$ cat config.mk
export PLATFORM = sky130hd
export DESIGN_NAME = multi_channel_range_filter_top
export DESIGN_NICKNAME = d
export VERILOG_FILES = /design/src/design/mcrf_pkg.sv /design/src/design/multi_channel_range_filter_top.sv
export VERILOG_INCLUDE_DIRS = /design/src /design/src/design
export SDC_FILE = /design/constraint.sdc
export NUM_CORES = 2
export LEC_CHECK = 0
export BUFFER_PORTS_ARGS = -buffer_cell sky130_fd_sc_hd__buf_4
export CORE_ASPECT_RATIO = 0.6
export CORE_MARGIN = 2
export CORE_UTILIZATION = 69
export DETAILED_ROUTE_END_ITERATION = 10
export PLACE_DENSITY_LB_ADDON = 0.3
export RECOVER_POWER = 100
export SLEW_MARGIN = 20
export SYNTH_ARGS = -nofsm -noshare
export SYNTH_HDL_FRONTEND = slang
export SYNTH_SLANG_ARGS = --single-unit
export TNS_END_PERCENT = 30
$ cat constraint.sdc
create_clock -name clock -period 63.6 [get_ports clock]
set_input_delay 6.36 -clock clock [delete_from_list [all_inputs] [get_ports clock]]
set_output_delay 6.36 -clock clock [all_outputs]
set_load 0.02 [all_outputs]
$ cat src/design/multi_channel_range_filter_top_defines.svh
// assertion macros shared by the range filter rtl
`ifndef MULTI_CHANNEL_RANGE_FILTER_TOP_DEFINES_SVH
`define MULTI_CHANNEL_RANGE_FILTER_TOP_DEFINES_SVH

// concurrent check on the rising clock, quiet while reset is high
`define MCRF_ASSERT(lbl, clk, rst, prop) \
   lbl: assert property (@(posedge clk) disable iff (rst) prop) \
      else $error("range filter check failed");

// same check with a caller supplied message string
`define MCRF_ASSERT_MSG(lbl, clk, rst, prop, msg) \
   lbl: assert property (@(posedge clk) disable iff (rst) prop) \
      else $error(msg);

`endif

$ cat src/design/mcrf_pkg.sv
package mcrf_pkg;

   // channel count default
   localparam int NUM_CHANNELS_DEF = 6;

   // field widths
   localparam int CH_W       = 3;
   localparam int MM_W       = 16;
   localparam int NOW_W      = 32;
   localparam int CM_W       = 10;
   localparam int CM_RAW_W   = 13;
   localparam int SMOOTH_W   = 18;
   localparam int FILL_W     = 2;
   localparam int ALPHA_W    = 9;
   localparam int SILENCE_W  = 16;
   localparam int CSR_IDX_W  = 2;
   localparam int CSR_DATA_W = 16;

   // packed stream widths
   localparam int REQ_FIELDS_W = CH_W + MM_W + 1 + NOW_W;
   localparam int REQ_DATA_W   = ((REQ_FIELDS_W + 7) / 8) * 8;
   localparam int RSP_FIELDS_W = CH_W + CM_W;
   localparam int RSP_DATA_W   = ((RSP_FIELDS_W + 7) / 8) * 8;

   // reading limits
   localparam logic [MM_W-1:0] RAW_INVALID = 16'hFFFF;
   localparam logic [MM_W-1:0] FAR_MM      = 16'd8000;
   localparam logic [MM_W:0]   ROUND_MM    = 17'd5;

   // divide by ten as multiply by ceil(2^19 / 10), exact for inputs below 87381
   localparam logic [15:0] DIV10_RECIP = 16'd52429;
   localparam int          DIV10_SHIFT = 19;

   // alpha limits, q1.8
   localparam logic [ALPHA_W-1:0] ALPHA_MIN = 9'd1;
   localparam logic [ALPHA_W-1:0] ALPHA_ONE = 9'd256;

   // history depth of the median
   localparam logic [FILL_W-1:0] FILL_FULL = 2'd3;

   // register reset values
   localparam logic [CM_W-1:0]      MAX_RANGE_RST = 10'd200;
   localparam logic [ALPHA_W-1:0]   ALPHA_RST     = 9'd77;
   localparam logic [SILENCE_W-1:0] SILENCE_RST   = 16'd500;

   typedef enum logic [1:0] {
      ACT_MEASURE = 2'd0,
      ACT_QUERY   = 2'd1,
      ACT_START   = 2'd2,
      ACT_DROP    = 2'd3
   } action_type;

   typedef enum logic [1:0] {
      ST_VALID = 2'd0,
      ST_FAR   = 2'd1,
      ST_DEAD  = 2'd2
   } status_type;

   typedef enum logic [CSR_IDX_W-1:0] {
      CSR_MAX_RANGE = 2'd0,
      CSR_ALPHA     = 2'd1,
      CSR_SILENCE   = 2'd2
   } csr_index_type;

   // one memory word per channel
   typedef struct packed {
      logic                ready;
      logic [SMOOTH_W-1:0] smooth;
      logic                smooth_valid;
      logic [CM_W-1:0]     hist_newest;
      logic [CM_W-1:0]     hist_middle;
      logic [CM_W-1:0]     hist_oldest;
      logic [FILL_W-1:0]   fill;
      logic                far;
      logic [NOW_W-1:0]    last_resp;
      logic [NOW_W-1:0]    last_good;
   } chan_state_type;

   // middle value of three
   function automatic logic [CM_W-1:0] median3(input logic [CM_W-1:0] a,
                                               input logic [CM_W-1:0] b,
                                               input logic [CM_W-1:0] c);
      logic [CM_W-1:0] lo;
      logic [CM_W-1:0] hi;
      logic [CM_W-1:0] hc;
      lo = (a < b) ? a : b;
      hi = (a < b) ? b : a;
      hc = (hi < c) ? hi : c;
      return (lo > hc) ? lo : hc;
   endfunction

endpackage

$ cat src/design/multi_channel_range_filter_top.sv
// Per-channel range conditioner for time-of-flight readings.
// Input stream (req_*): one transfer per item carries the action in req_tuser
// and channel, raw range in mm, timeout flag and millisecond time in req_tdata.
// Output stream (rsp_*): exactly one transfer per input item, in order, with
// the channel and rounded distance in rsp_tdata and the status in rsp_tuser.
// Configuration (csr_*): a write at any edge with csr_we high sets the register
// chosen by csr_index; indexes past the last register are ignored.
// Path: each item passes through the stage 1, stage 2 and output registers,
// in that order, before its result is presented on the output stream.
// Throughput: one item per cycle unless the output stalls; channel state is
// read at input transfer, updated in stage 1 and written back as the item
// leaves it; a last-write bypass covers an item that follows on that channel.
// Reset: csr registers return to their defaults, all channels read as cleared
// through per-entry valid bits, and the pipeline empties; req_tready is low
// while reset is high and items are taken in the first cycle after reset.
// Stall: with rsp_tready low the output register holds its result while the
// two stages behind it keep filling, so req_tready drops only once all three
// hold an item.
module multi_channel_range_filter_top #(
   parameter int NUM_CHANNELS = mcrf_pkg::NUM_CHANNELS_DEF
) (
   input  logic                                clock,
   input  logic                                reset,
   // input stream
   input  logic                                req_tvalid,
   output logic                                req_tready,
   // channel[2:0], range_mm[18:3], timed_out[19], now_ms[51:20], zeros above
   input  logic [mcrf_pkg::REQ_DATA_W-1:0]     req_tdata,
   // action[1:0]
   input  logic [1:0]                          req_tuser,
   // result stream
   output logic                                rsp_tvalid,
   input  logic                                rsp_tready,
   // out_channel[2:0], distance_cm[12:3], zeros above
   output logic [mcrf_pkg::RSP_DATA_W-1:0]     rsp_tdata,
   // range_status[1:0]
   output logic [1:0]                          rsp_tuser,
   // configuration writes
   input  logic                                csr_we,
   input  logic [mcrf_pkg::CSR_IDX_W-1:0]      csr_index,
   input  logic [mcrf_pkg::CSR_DATA_W-1:0]     csr_wdata
);
   import mcrf_pkg::*;

`include "multi_channel_range_filter_top_defines.svh"

   localparam int ADDR_W = (NUM_CHANNELS > 1) ? $clog2(NUM_CHANNELS) : 1;

   // configuration registers
   logic [CM_W-1:0]      max_range_ff;
   logic [ALPHA_W-1:0]   alpha_ff;
   logic [SILENCE_W-1:0] silence_ff;

   always_ff @(posedge clock) begin
      if (reset) begin
         max_range_ff <= MAX_RANGE_RST;
         alpha_ff     <= ALPHA_RST;
         silence_ff   <= SILENCE_RST;
      end else if (csr_we) begin
         unique case (csr_index)
            CSR_MAX_RANGE: max_range_ff <= csr_wdata[CM_W-1:0];
            CSR_ALPHA:     alpha_ff     <= csr_wdata[ALPHA_W-1:0];
            CSR_SILENCE:   silence_ff   <= csr_wdata[SILENCE_W-1:0];
            default:       ;
         endcase
      end
   end

   // input field unpacking
   logic [CH_W-1:0]  req_ch;
   logic [MM_W-1:0]  req_mm;
   logic             req_tmo;
   logic [NOW_W-1:0] req_now;
   logic [ADDR_W-1:0] req_idx;
   logic             req_in_range;
   logic             req_xfer;
   logic [MM_W:0]    req_mm_rnd;
   logic [MM_W+16:0] req_cm_prod;

   assign req_ch       = req_tdata[CH_W-1:0];
   assign req_mm       = req_tdata[CH_W+MM_W-1:CH_W];
   assign req_tmo      = req_tdata[CH_W+MM_W];
   assign req_now      = req_tdata[CH_W+MM_W+1+NOW_W-1:CH_W+MM_W+1];
   assign req_idx      = ADDR_W'(req_ch);
   assign req_in_range = (32'(req_ch) < 32'(NUM_CHANNELS));
   assign req_xfer     = req_tvalid & req_tready;

   // mm to cm with round half up, by reciprocal multiply
   assign req_mm_rnd  = {1'b0, req_mm} + ROUND_MM;
   assign req_cm_prod = req_mm_rnd * DIV10_RECIP;

   // pipeline handshake
   logic s1_valid_ff, s1_valid_in;
   logic s2_valid_ff, s2_valid_in;
   logic out_valid_ff, out_valid_in;
   logic out_free, s2_adv, s2_free, s1_adv, s1_free;

   assign out_free   = ~out_valid_ff | rsp_tready;
   assign s2_adv     = s2_valid_ff & out_free;
   assign s2_free    = ~s2_valid_ff | s2_adv;
   assign s1_adv     = s1_valid_ff & s2_free;
   assign s1_free    = ~s1_valid_ff | s1_adv;
   assign req_tready = s1_free & ~reset;

   assign s1_valid_in  = req_xfer | (s1_valid_ff & ~s1_adv);
   assign s2_valid_in  = s1_adv | (s2_valid_ff & ~s2_adv);
   assign out_valid_in = s2_adv | (out_valid_ff & ~rsp_tready);

   always_ff @(posedge clock) begin
      if (reset) begin
         s1_valid_ff  <= 1'b0;
         s2_valid_ff  <= 1'b0;
         out_valid_ff <= 1'b0;
      end else begin
         s1_valid_ff  <= s1_valid_in;
         s2_valid_ff  <= s2_valid_in;
         out_valid_ff <= out_valid_in;
      end
   end

   // channel state memory and per-entry written bits
   chan_state_type state_mem [NUM_CHANNELS];
   logic [NUM_CHANNELS-1:0] written_ff, written_in;

   // stage 1 item registers
   action_type        s1_action_ff;
   logic [CH_W-1:0]   s1_ch_ff;
   logic              s1_in_range_ff;
   logic [CM_RAW_W-1:0] s1_cm_ff;
   logic              s1_answered_ff;
   logic              s1_far_mm_ff;
   logic [NOW_W-1:0]  s1_now_ff;
   chan_state_type    rd_state_ff;
   logic              rd_written_ff;
   logic [ADDR_W-1:0] s1_idx;

   assign s1_idx = ADDR_W'(s1_ch_ff);

   always_ff @(posedge clock) begin
      if (req_xfer) begin
         s1_action_ff   <= action_type'(req_tuser);
         s1_ch_ff       <= req_ch;
         s1_in_range_ff <= req_in_range;
         s1_cm_ff       <= req_cm_prod[DIV10_SHIFT+CM_RAW_W-1:DIV10_SHIFT];
         s1_answered_ff <= ~req_tmo & (req_mm != RAW_INVALID);
         s1_far_mm_ff   <= (req_mm >= FAR_MM);
         s1_now_ff      <= req_now;
      end
   end

   // state read at input transfer
   always_ff @(posedge clock) begin
      if (req_xfer && req_in_range) begin
         rd_state_ff   <= state_mem[req_idx];
         rd_written_ff <= written_ff[req_idx];
      end
   end

   // last write bypass
   logic              lw_valid_ff;
   logic [ADDR_W-1:0] lw_idx_ff;
   chan_state_type    lw_state_ff;
   chan_state_type    s1_cur;
   chan_state_type    s1_nxt;
   logic              s1_wr;

   assign s1_wr = s1_adv & s1_in_range_ff;

   always_comb begin
      if (lw_valid_ff && (lw_idx_ff == s1_idx)) begin
         s1_cur = lw_state_ff;
      end else if (rd_written_ff) begin
         s1_cur = rd_state_ff;
      end else begin
         s1_cur = '0;
      end
   end

   // reading path: far test, median and exponential average
   logic [CM_W-1:0]      cm10;
   logic                 far_hit;
   logic [FILL_W-1:0]    fill_up;
   logic [CM_W-1:0]      med;
   logic [ALPHA_W-1:0]   alpha_eff;
   logic [SMOOTH_W-1:0]  med_q8;
   logic signed [SMOOTH_W:0]   ema_diff;
   logic signed [SMOOTH_W+ALPHA_W+1:0] ema_prod;
   logic [SMOOTH_W+11:0] ema_acc;

   assign cm10    = s1_cm_ff[CM_W-1:0];
   assign far_hit = s1_far_mm_ff | (s1_cm_ff > CM_RAW_W'(max_range_ff));
   assign fill_up = (s1_cur.fill < FILL_FULL) ? s1_cur.fill + 2'd1 : FILL_FULL;
   assign med     = (fill_up < FILL_FULL) ? cm10
                  : median3(cm10, s1_cur.hist_newest, s1_cur.hist_middle);

   always_comb begin
      if (alpha_ff == '0) begin
         alpha_eff = ALPHA_MIN;
      end else if (alpha_ff > ALPHA_ONE) begin
         alpha_eff = ALPHA_ONE;
      end else begin
         alpha_eff = alpha_ff;
      end
   end

   // (256-a)*s + a*m is computed as 256*s + a*(m - s)
   assign med_q8   = {med, 8'h00};
   assign ema_diff = $signed({1'b0, med_q8}) - $signed({1'b0, s1_cur.smooth});
   assign ema_prod = $signed({1'b0, alpha_eff}) * ema_diff;
   assign ema_acc  = {4'b0000, s1_cur.smooth, 8'h00}
                   + {ema_prod[SMOOTH_W+ALPHA_W+1], ema_prod}
                   + 30'd128;

   // next state of the channel
   always_comb begin
      s1_nxt = s1_cur;
      unique case (s1_action_ff)
         ACT_MEASURE: begin
            if (s1_cur.ready && s1_answered_ff) begin
               s1_nxt.last_resp = s1_now_ff;
               if (far_hit) begin
                  s1_nxt.far  = 1'b1;
                  s1_nxt.fill = '0;
               end else begin
                  s1_nxt.far         = 1'b0;
                  s1_nxt.hist_oldest = s1_cur.hist_middle;
                  s1_nxt.hist_middle = s1_cur.hist_newest;
                  s1_nxt.hist_newest = cm10;
                  s1_nxt.fill        = fill_up;
                  s1_nxt.smooth_valid = 1'b1;
                  s1_nxt.smooth      = s1_cur.smooth_valid ?
                                       ema_acc[SMOOTH_W+7:8] : med_q8;
                  s1_nxt.last_good   = s1_now_ff;
               end
            end
         end
         ACT_QUERY: ;
         ACT_START: begin
            s1_nxt           = '0;
            s1_nxt.last_resp = s1_now_ff;
            s1_nxt.ready     = 1'b1;
         end
         ACT_DROP: begin
            s1_nxt.ready = 1'b0;
         end
      endcase
   end

   // write back
   always_ff @(posedge clock) begin
      if (s1_wr) begin
         state_mem[s1_idx] <= s1_nxt;
      end
   end

   always_comb begin
      written_in = written_ff;
      if (s1_wr) begin
         written_in[s1_idx] = 1'b1;
      end
   end

   always_ff @(posedge clock) begin
      if (reset) begin
         written_ff  <= '0;
         lw_valid_ff <= 1'b0;
      end else begin
         written_ff  <= written_in;
         lw_valid_ff <= lw_valid_ff | s1_wr;
      end
   end

   always_ff @(posedge clock) begin
      if (s1_wr) begin
         lw_idx_ff   <= s1_idx;
         lw_state_ff <= s1_nxt;
      end
   end

   // stage 2 registers
   logic [CH_W-1:0]  s2_ch_ff;
   logic             s2_in_range_ff;
   logic [NOW_W-1:0] s2_now_ff;
   chan_state_type   s2_state_ff;

   always_ff @(posedge clock) begin
      if (s1_adv) begin
         s2_ch_ff       <= s1_ch_ff;
         s2_in_range_ff <= s1_in_range_ff;
         s2_now_ff      <= s1_now_ff;
         s2_state_ff    <= s1_nxt;
      end
   end

   // liveness and status
   logic [NOW_W-1:0]    since_resp;
   logic [NOW_W-1:0]    since_good;
   logic                alive;
   logic                stale;
   logic [SMOOTH_W:0]   dist_rnd;
   status_type          status_in;
   logic [CM_W-1:0]     dist_in;

   assign since_resp = s2_now_ff - s2_state_ff.last_resp;
   assign since_good = s2_now_ff - s2_state_ff.last_good;
   assign alive      = s2_in_range_ff & s2_state_ff.ready
                     & (s2_state_ff.last_resp != '0)
                     & (since_resp <= NOW_W'(silence_ff));
   assign stale      = s2_state_ff.far | ~s2_state_ff.smooth_valid
                     | (since_good > NOW_W'(silence_ff));
   assign dist_rnd   = {1'b0, s2_state_ff.smooth} + 19'd128;

   always_comb begin
      status_in = ST_DEAD;
      dist_in   = '0;
      if (alive) begin
         if (stale) begin
            status_in = ST_FAR;
         end else begin
            status_in = ST_VALID;
            dist_in   = dist_rnd[SMOOTH_W-1:8];
         end
      end
   end

   // output register
   logic [CH_W-1:0] out_ch_ff;
   status_type      out_status_ff;
   logic [CM_W-1:0] out_dist_ff;

   always_ff @(posedge clock) begin
      if (s2_adv) begin
         out_ch_ff     <= s2_ch_ff;
         out_status_ff <= status_in;
         out_dist_ff   <= dist_in;
      end
   end

   assign rsp_tvalid = out_valid_ff;
   assign rsp_tdata  = RSP_DATA_W'({out_dist_ff, out_ch_ff});
   assign rsp_tuser  = out_status_ff;

   // checks
   `MCRF_ASSERT_MSG(a_bad_channel_dead, clock, reset,
      out_valid_ff && (32'(out_ch_ff) >= 32'(NUM_CHANNELS)) |-> out_status_ff == ST_DEAD,
      "unknown channel not reported dead")
   `MCRF_ASSERT_MSG(a_dist_only_valid, clock, reset,
      out_valid_ff && (out_status_ff != ST_VALID) |-> out_dist_ff == '0,
      "distance given without valid status")
   `MCRF_ASSERT(a_write_marks_entry, clock, reset,
      s1_wr |=> written_ff[$past(s1_idx)] && lw_valid_ff && (lw_idx_ff == $past(s1_idx)))
   `MCRF_ASSERT(a_stage2_holds, clock, reset,
      s2_valid_ff && !out_free |=> s2_valid_ff && $stable(s2_ch_ff))

endmodule
; ---- Word level (Yosys, flattened, before mapping)
; Memories as Yosys holds them, arrays and structs flattened. A register that Yosys moved wholly into a read port is not among the register bits.
; Index checks and enable logic that the tools add are counted.
; W data, S select, Z words.
[totals]
ff_bits = 355
mem_bits_rw = 702
inputBits = 81
output_inout_bits = 20
wordCells = 139
memories = 1
[memory_table]
columns = memory, words, word_bits, read_ports, rd_clocked_by_memory_dff, write_ports, line
row1 = state_mem, 6, 117, 1, 1, 1, multi_channel_range_filter_top.sv:122  ; chan_state_type state_mem [NUM_CHANNELS];
[op_classes]
n_addsub = 8
n_mul = 2
order_cmp = 14
n_eq_ne = 6
mux = 24
bitwise = 33
n_reduce_logical = 12
[op_table]
columns = op, n
row1 = $mux W117, 2
row2 = $pmux W116 S2, 1
row3 = $mux W116, 1
row4 = $sub A32 B32 Y32, 2
row5 = $mux W10, 5
row6 = $mux W49, 1
row7 = $gt A32 B16 Y1, 1
row8 = $le A32 B16 Y1, 1
row9 = $mul A17 B16 Y32 const B, 1
row10 = $mux W32, 1
row11 = $reduce_bool A32 Y1, 1
row12 = $add A26 B26 Y26, 1
row13 = $add A26 B8 Y26 const B, 1
row14 = $mul A10 B19 Y26, 1
row15 = $lt A10 B10 Y1, 2
row16 = $sub A18 B18 Y19, 1
row17 = $add A18 B8 Y18 const B, 1
row18 = $mux W18, 1
row19 = $mux W9, 2
row20 = $add A16 B3 Y17 const B, 1
row21 = $ge A16 B13 Y1 const B, 1
row22 = $ne A16 B16 Y1 const B, 1
row23 = $gt A13 B10 Y1, 1
row24 = $and A1 B1 Y1, 12
row25 = 24 further kinds, 56

; ---- Longest topological paths before layout
[logic_depth]
word_depth = 18
mapped_depth = 68
depth_no_buf = 63

; ---- Worst setup path after synthesis
; OpenSTA, ideal clock, no wires.
[synth_timing]
path_kind = input to register
startpoint = in rsp_tready
endpoint = mem state_mem[1][0] (netlist name) (enable)
setup_time_ns = 0.876
t_arrival_ns = 23.853
required_time_ns = 62.724
path_slack_ns = 38.871
path_stages = 5
n_path_buf = 0
cell_sequence = nor2b_1 -> and2_1 -> nor2b_1 -> nand2_1 -> nor4b_1
[synth_between]
elab_chain_len = 7
[synth_rtl]
columns = element, line
row1 = start: declaration, multi_channel_range_filter_top.sv:33  ; input logic rsp_tready,
row2 = $or A1 B1 Y1, multi_channel_range_filter_top.sv:98  ; assign out_free = ~out_valid_ff | rsp_tready;
row3 = $and A1 B1 Y1, multi_channel_range_filter_top.sv:99  ; assign s2_adv = s2_valid_ff & out_free;
row4 = $or A1 B1 Y1, multi_channel_range_filter_top.sv:100  ; assign s2_free = ~s2_valid_ff | s2_adv;
row5 = $and A1 B1 Y1, multi_channel_range_filter_top.sv:101  ; assign s1_adv = s1_valid_ff & s2_free;
row6 = via s1_adv, multi_channel_range_filter_top.sv:96  ; logic out_free, s2_adv, s2_free, s1_adv, s1_free;
row7 = $and A1 B1 Y1, multi_channel_range_filter_top.sv:167  ; assign s1_wr = s1_adv & s1_in_range_ff;
row8 = $mux W1, multi_channel_range_filter_top.sv:251  ; if (s1_wr) begin
row9 = $mux W1 (not written as such), multi_channel_range_filter_top.sv:252  ; state_mem[s1_idx] <= s1_nxt;
row10 = end: declaration, multi_channel_range_filter_top.sv:122
; The timed path passes the listed nets, and every way through them passes these cells.

==> metrics <==
Nets 5211; Ports 101; chip height 229.1 um; CP max stage cell clkbuf_1; post-synthesis compound-gate area fraction 0.08383; CP endpoint kind flop; worst-path fanout max 98; Worst-path clk slew 0.07 ns; CP Launch Type flop; WP data required 63.92 ns; cts repair resizes 0; Area Growth Syn to Fin 7.692%; Die Span X 379.1 um; Tightest Hold Check Type reg2reg; ANT cells 0; mux cell area share after synthesis 0.06446; RSZ-0062 raised after global routing false; Critical Path AT 24.51 ns; Max Fclk 0.04134 GHz; clk_lat worst skew 0.70 ns; global-route wire length before repair 223.1 mm; count of cell types in the netlist 91; routed length per instance 25.55 um; Num CTS Buffers 94; endpoints failing setup 0; Final ANT Viol Nets 0; setup ws final 39.41 ns; maximum clock insertion buffer count 3; Synth Warn # 0; postcts setup bufs 0; Yosys top cell area share 0.5371; worst clock skew 0.03399 ns; DR vias 38086; layout cells sized above 1 0.07613; Post-Route WL 147.4 mm; Core Rows 82; CP delay by family, top compound AO/OA/AOI/OAI gates; DRT Pass-1 Iters 6; Final Hold Slack 0.4228 ns; leading area contributor after synthesis edfxtp_1; First DRT Iteration DRCs 5774; GR Overflow Total 0; area of the multi-input gates 0.02352 mm^2; placed cell areas 0.06026 mm^2; Starting Density 0.6975; pin count of the biggest net entering global routing 100; number of flops mapped to enable cells by yosys 1042; gr usage total 0.3454; synthesized-area fraction occupied by adder cells 0.1525; Primary FF master, synth edfxtp_1; Buf+Inv Stages, Crit Path 8; Simple-Gate Fraction of Synth Area 0.08506; die area 0.08684 mm^2; Worst-Margin Slew 7.782 ns; CTS tree done; CORE AREA 0.08352 mm^2; CP Class reg2reg; vias in the first global route 36795; post-layout min period 24.19 ns; register area 0.03219 mm^2; GP Congestion 1.013; Slew headroom -4.188; largest family of logic cells by synthesized area adder cells; ys async rst share 0; Post-Place Worst Slack 45.99 ns; final setup TNS 0 ns; HPWL Detailed 97.96 mm; status finished with violations; initial antenna violation count 5; Mapped Cells 4482; final hold violations 0; max incr delay on CP 4.03 ns; crit-path most repeated cell o21ai_0; Clk Tree Root Cell clkbuf_16; H-tree Lvls 3; synth top area cells edfxtp_1, fa_1, ha_1, mux4_2, inv_1; Fillers 5211; max-slew violations 1772; PortBufs 93; failing checks max-capacitance violations, max-slew violations; Residual DRC 0; post-synthesis cell area 0.05825 mm^2; Post-CTS Hold Fix Bufs 0; clk sinks 1087; syn avg cell area 13.00 um^2; Finished Cell Area 0.06273 mm^2; number of max-cap violations 34; register area share after synthesis 0.5526; synthesized flop and latch total 1087; Tcrit/Tclk final 0.3803; Post-Synth XOR/XNOR Area 0.01903; vias per cell 6.600
## state kept, by name (all words and copies together) (netlist names), 2 cells and up
signal / cells
rsp_tuser: 2
lw_idx_ff: 3
alpha_ff: 9
out_ch_ff: 3
max_range_ff: 10
s1_cm_ff: 13
written_ff: 6
s2_ch_ff: 3
s1_ch_ff: 3
s2_state_ff: 78
s1_action_ff: 2
silence_ff: 16
out_dist_ff: 10
s1_now_ff: 32
state_mem: 642
rd_state_ff: 107
lw_state_ff: 107
s2_now_ff: 32
## placed cells by master (no fill, tap or decap), types with 14 or more instances in the layout
cell	n
o21bai_1	14
xor2_1	38
nand2_1	389
nand4_1	33
nor4_1	23
o21a_1	38
nand2b_1	27
nor3_1	36
mux2i_1	122
a21oi_1	286
ha_1	329
a22oi_1	39
nor2_1	257
clkbuf_4	25
dfxtp_1	45
xnor2_1	86
a21o_1	59
clkbuf_16	97
nor2b_1	41
o22ai_1	24
o21ai_0	150
edfxtp_1	1042
a31oi_1	21
buf_4	62
clkinv_1	20
fa_1	238
nand3_1	69
mux4_2	108
clkbuf_1	90
and2_1	42
and3_1	77
inv_1	470
## Yosys cell counts (6+ instances only)
cell and instances:
and4_1 10, a21boi_0 7, o21ai_0 147, a21o_1 59, a211o_1 12, xor2_1 38, o21a_1 38, o2111ai_1 7
o31ai_1 7, inv_1 471, nor2b_1 42, a21oi_1 288, xnor2_1 86, fa_1 238, mux2i_1 122, nor4_1 16
nand2_1 389, o22ai_1 23, nor2_1 257, o21bai_1 14, or3_1 7, o32ai_1 6, nand4_1 33, and2_1 45
o211ai_1 12, clkbuf_1 136, nand2b_1 27, buf_1 20, nor3_1 36, a31oi_1 21, a211oi_1 12, nor4_2 8
edfxtp_1 1042, o21ai_1 11, nand3b_1 9, dfxtp_1 45, and3_1 77, mux4_2 108, buf_2 6, ha_1 329
a22oi_1 39, nand3_1 69
## metal layers
layer / track usage / part of all wire
met5: 0 / 0
met4: 0.08470 / 0.023
met3: 0.09739 / 0.15
met2: 0.4618 / 0.41
met1: 0.5596 / 0.41
## cell type report
class,instances,area share
inverter,471,0.02820
timing repair buffer,155,0.01448
multi-input combinational,2754,0.3749
clock buffer,119,0.04001
clock inverter,51,0.006642
sequential,1087,0.5131
tap,1134,0.02262
## logic make-up after synthesis
logic type / count (synthesis)
flops: 1087
xor+xnor: 125
fa+ha+maj: 567
compound gates: 772
buf+inv: 643
simple gates: 1049
mux: 238
other cells: 1
## per-stage QoR
| stage | instances | util |
|---|---|---|
| 2_1_floorplan | 4484 | - |
| 3_5_place_dp | 5601 | 0.7216 |
| 5_1_grt | 5771 | 0.7512 |
| 3_3_place_gp | 5601 | 0.7216 |
| 4_1_cts | 5771 | 0.7566 |
| 6_report | 5771 | 0.7512 |
## final timing paths
kind	from	to	slack (ns)	cells after the start
worst max register to register	s1_ch_ff[1]	state_mem[5][114]	39.41	63
worst min register to register	s2_ch_ff[0]	out_ch_ff[0]	0.42	0
worst min-delay path	s2_ch_ff[0]	out_ch_ff[0]	0.42	0
worst max-delay path	s1_ch_ff[1]	state_mem[5][114]	39.41	63
Power is not shown: default switching activity piles up to over one toggle a cycle in this logic, so the estimate is an artifact.
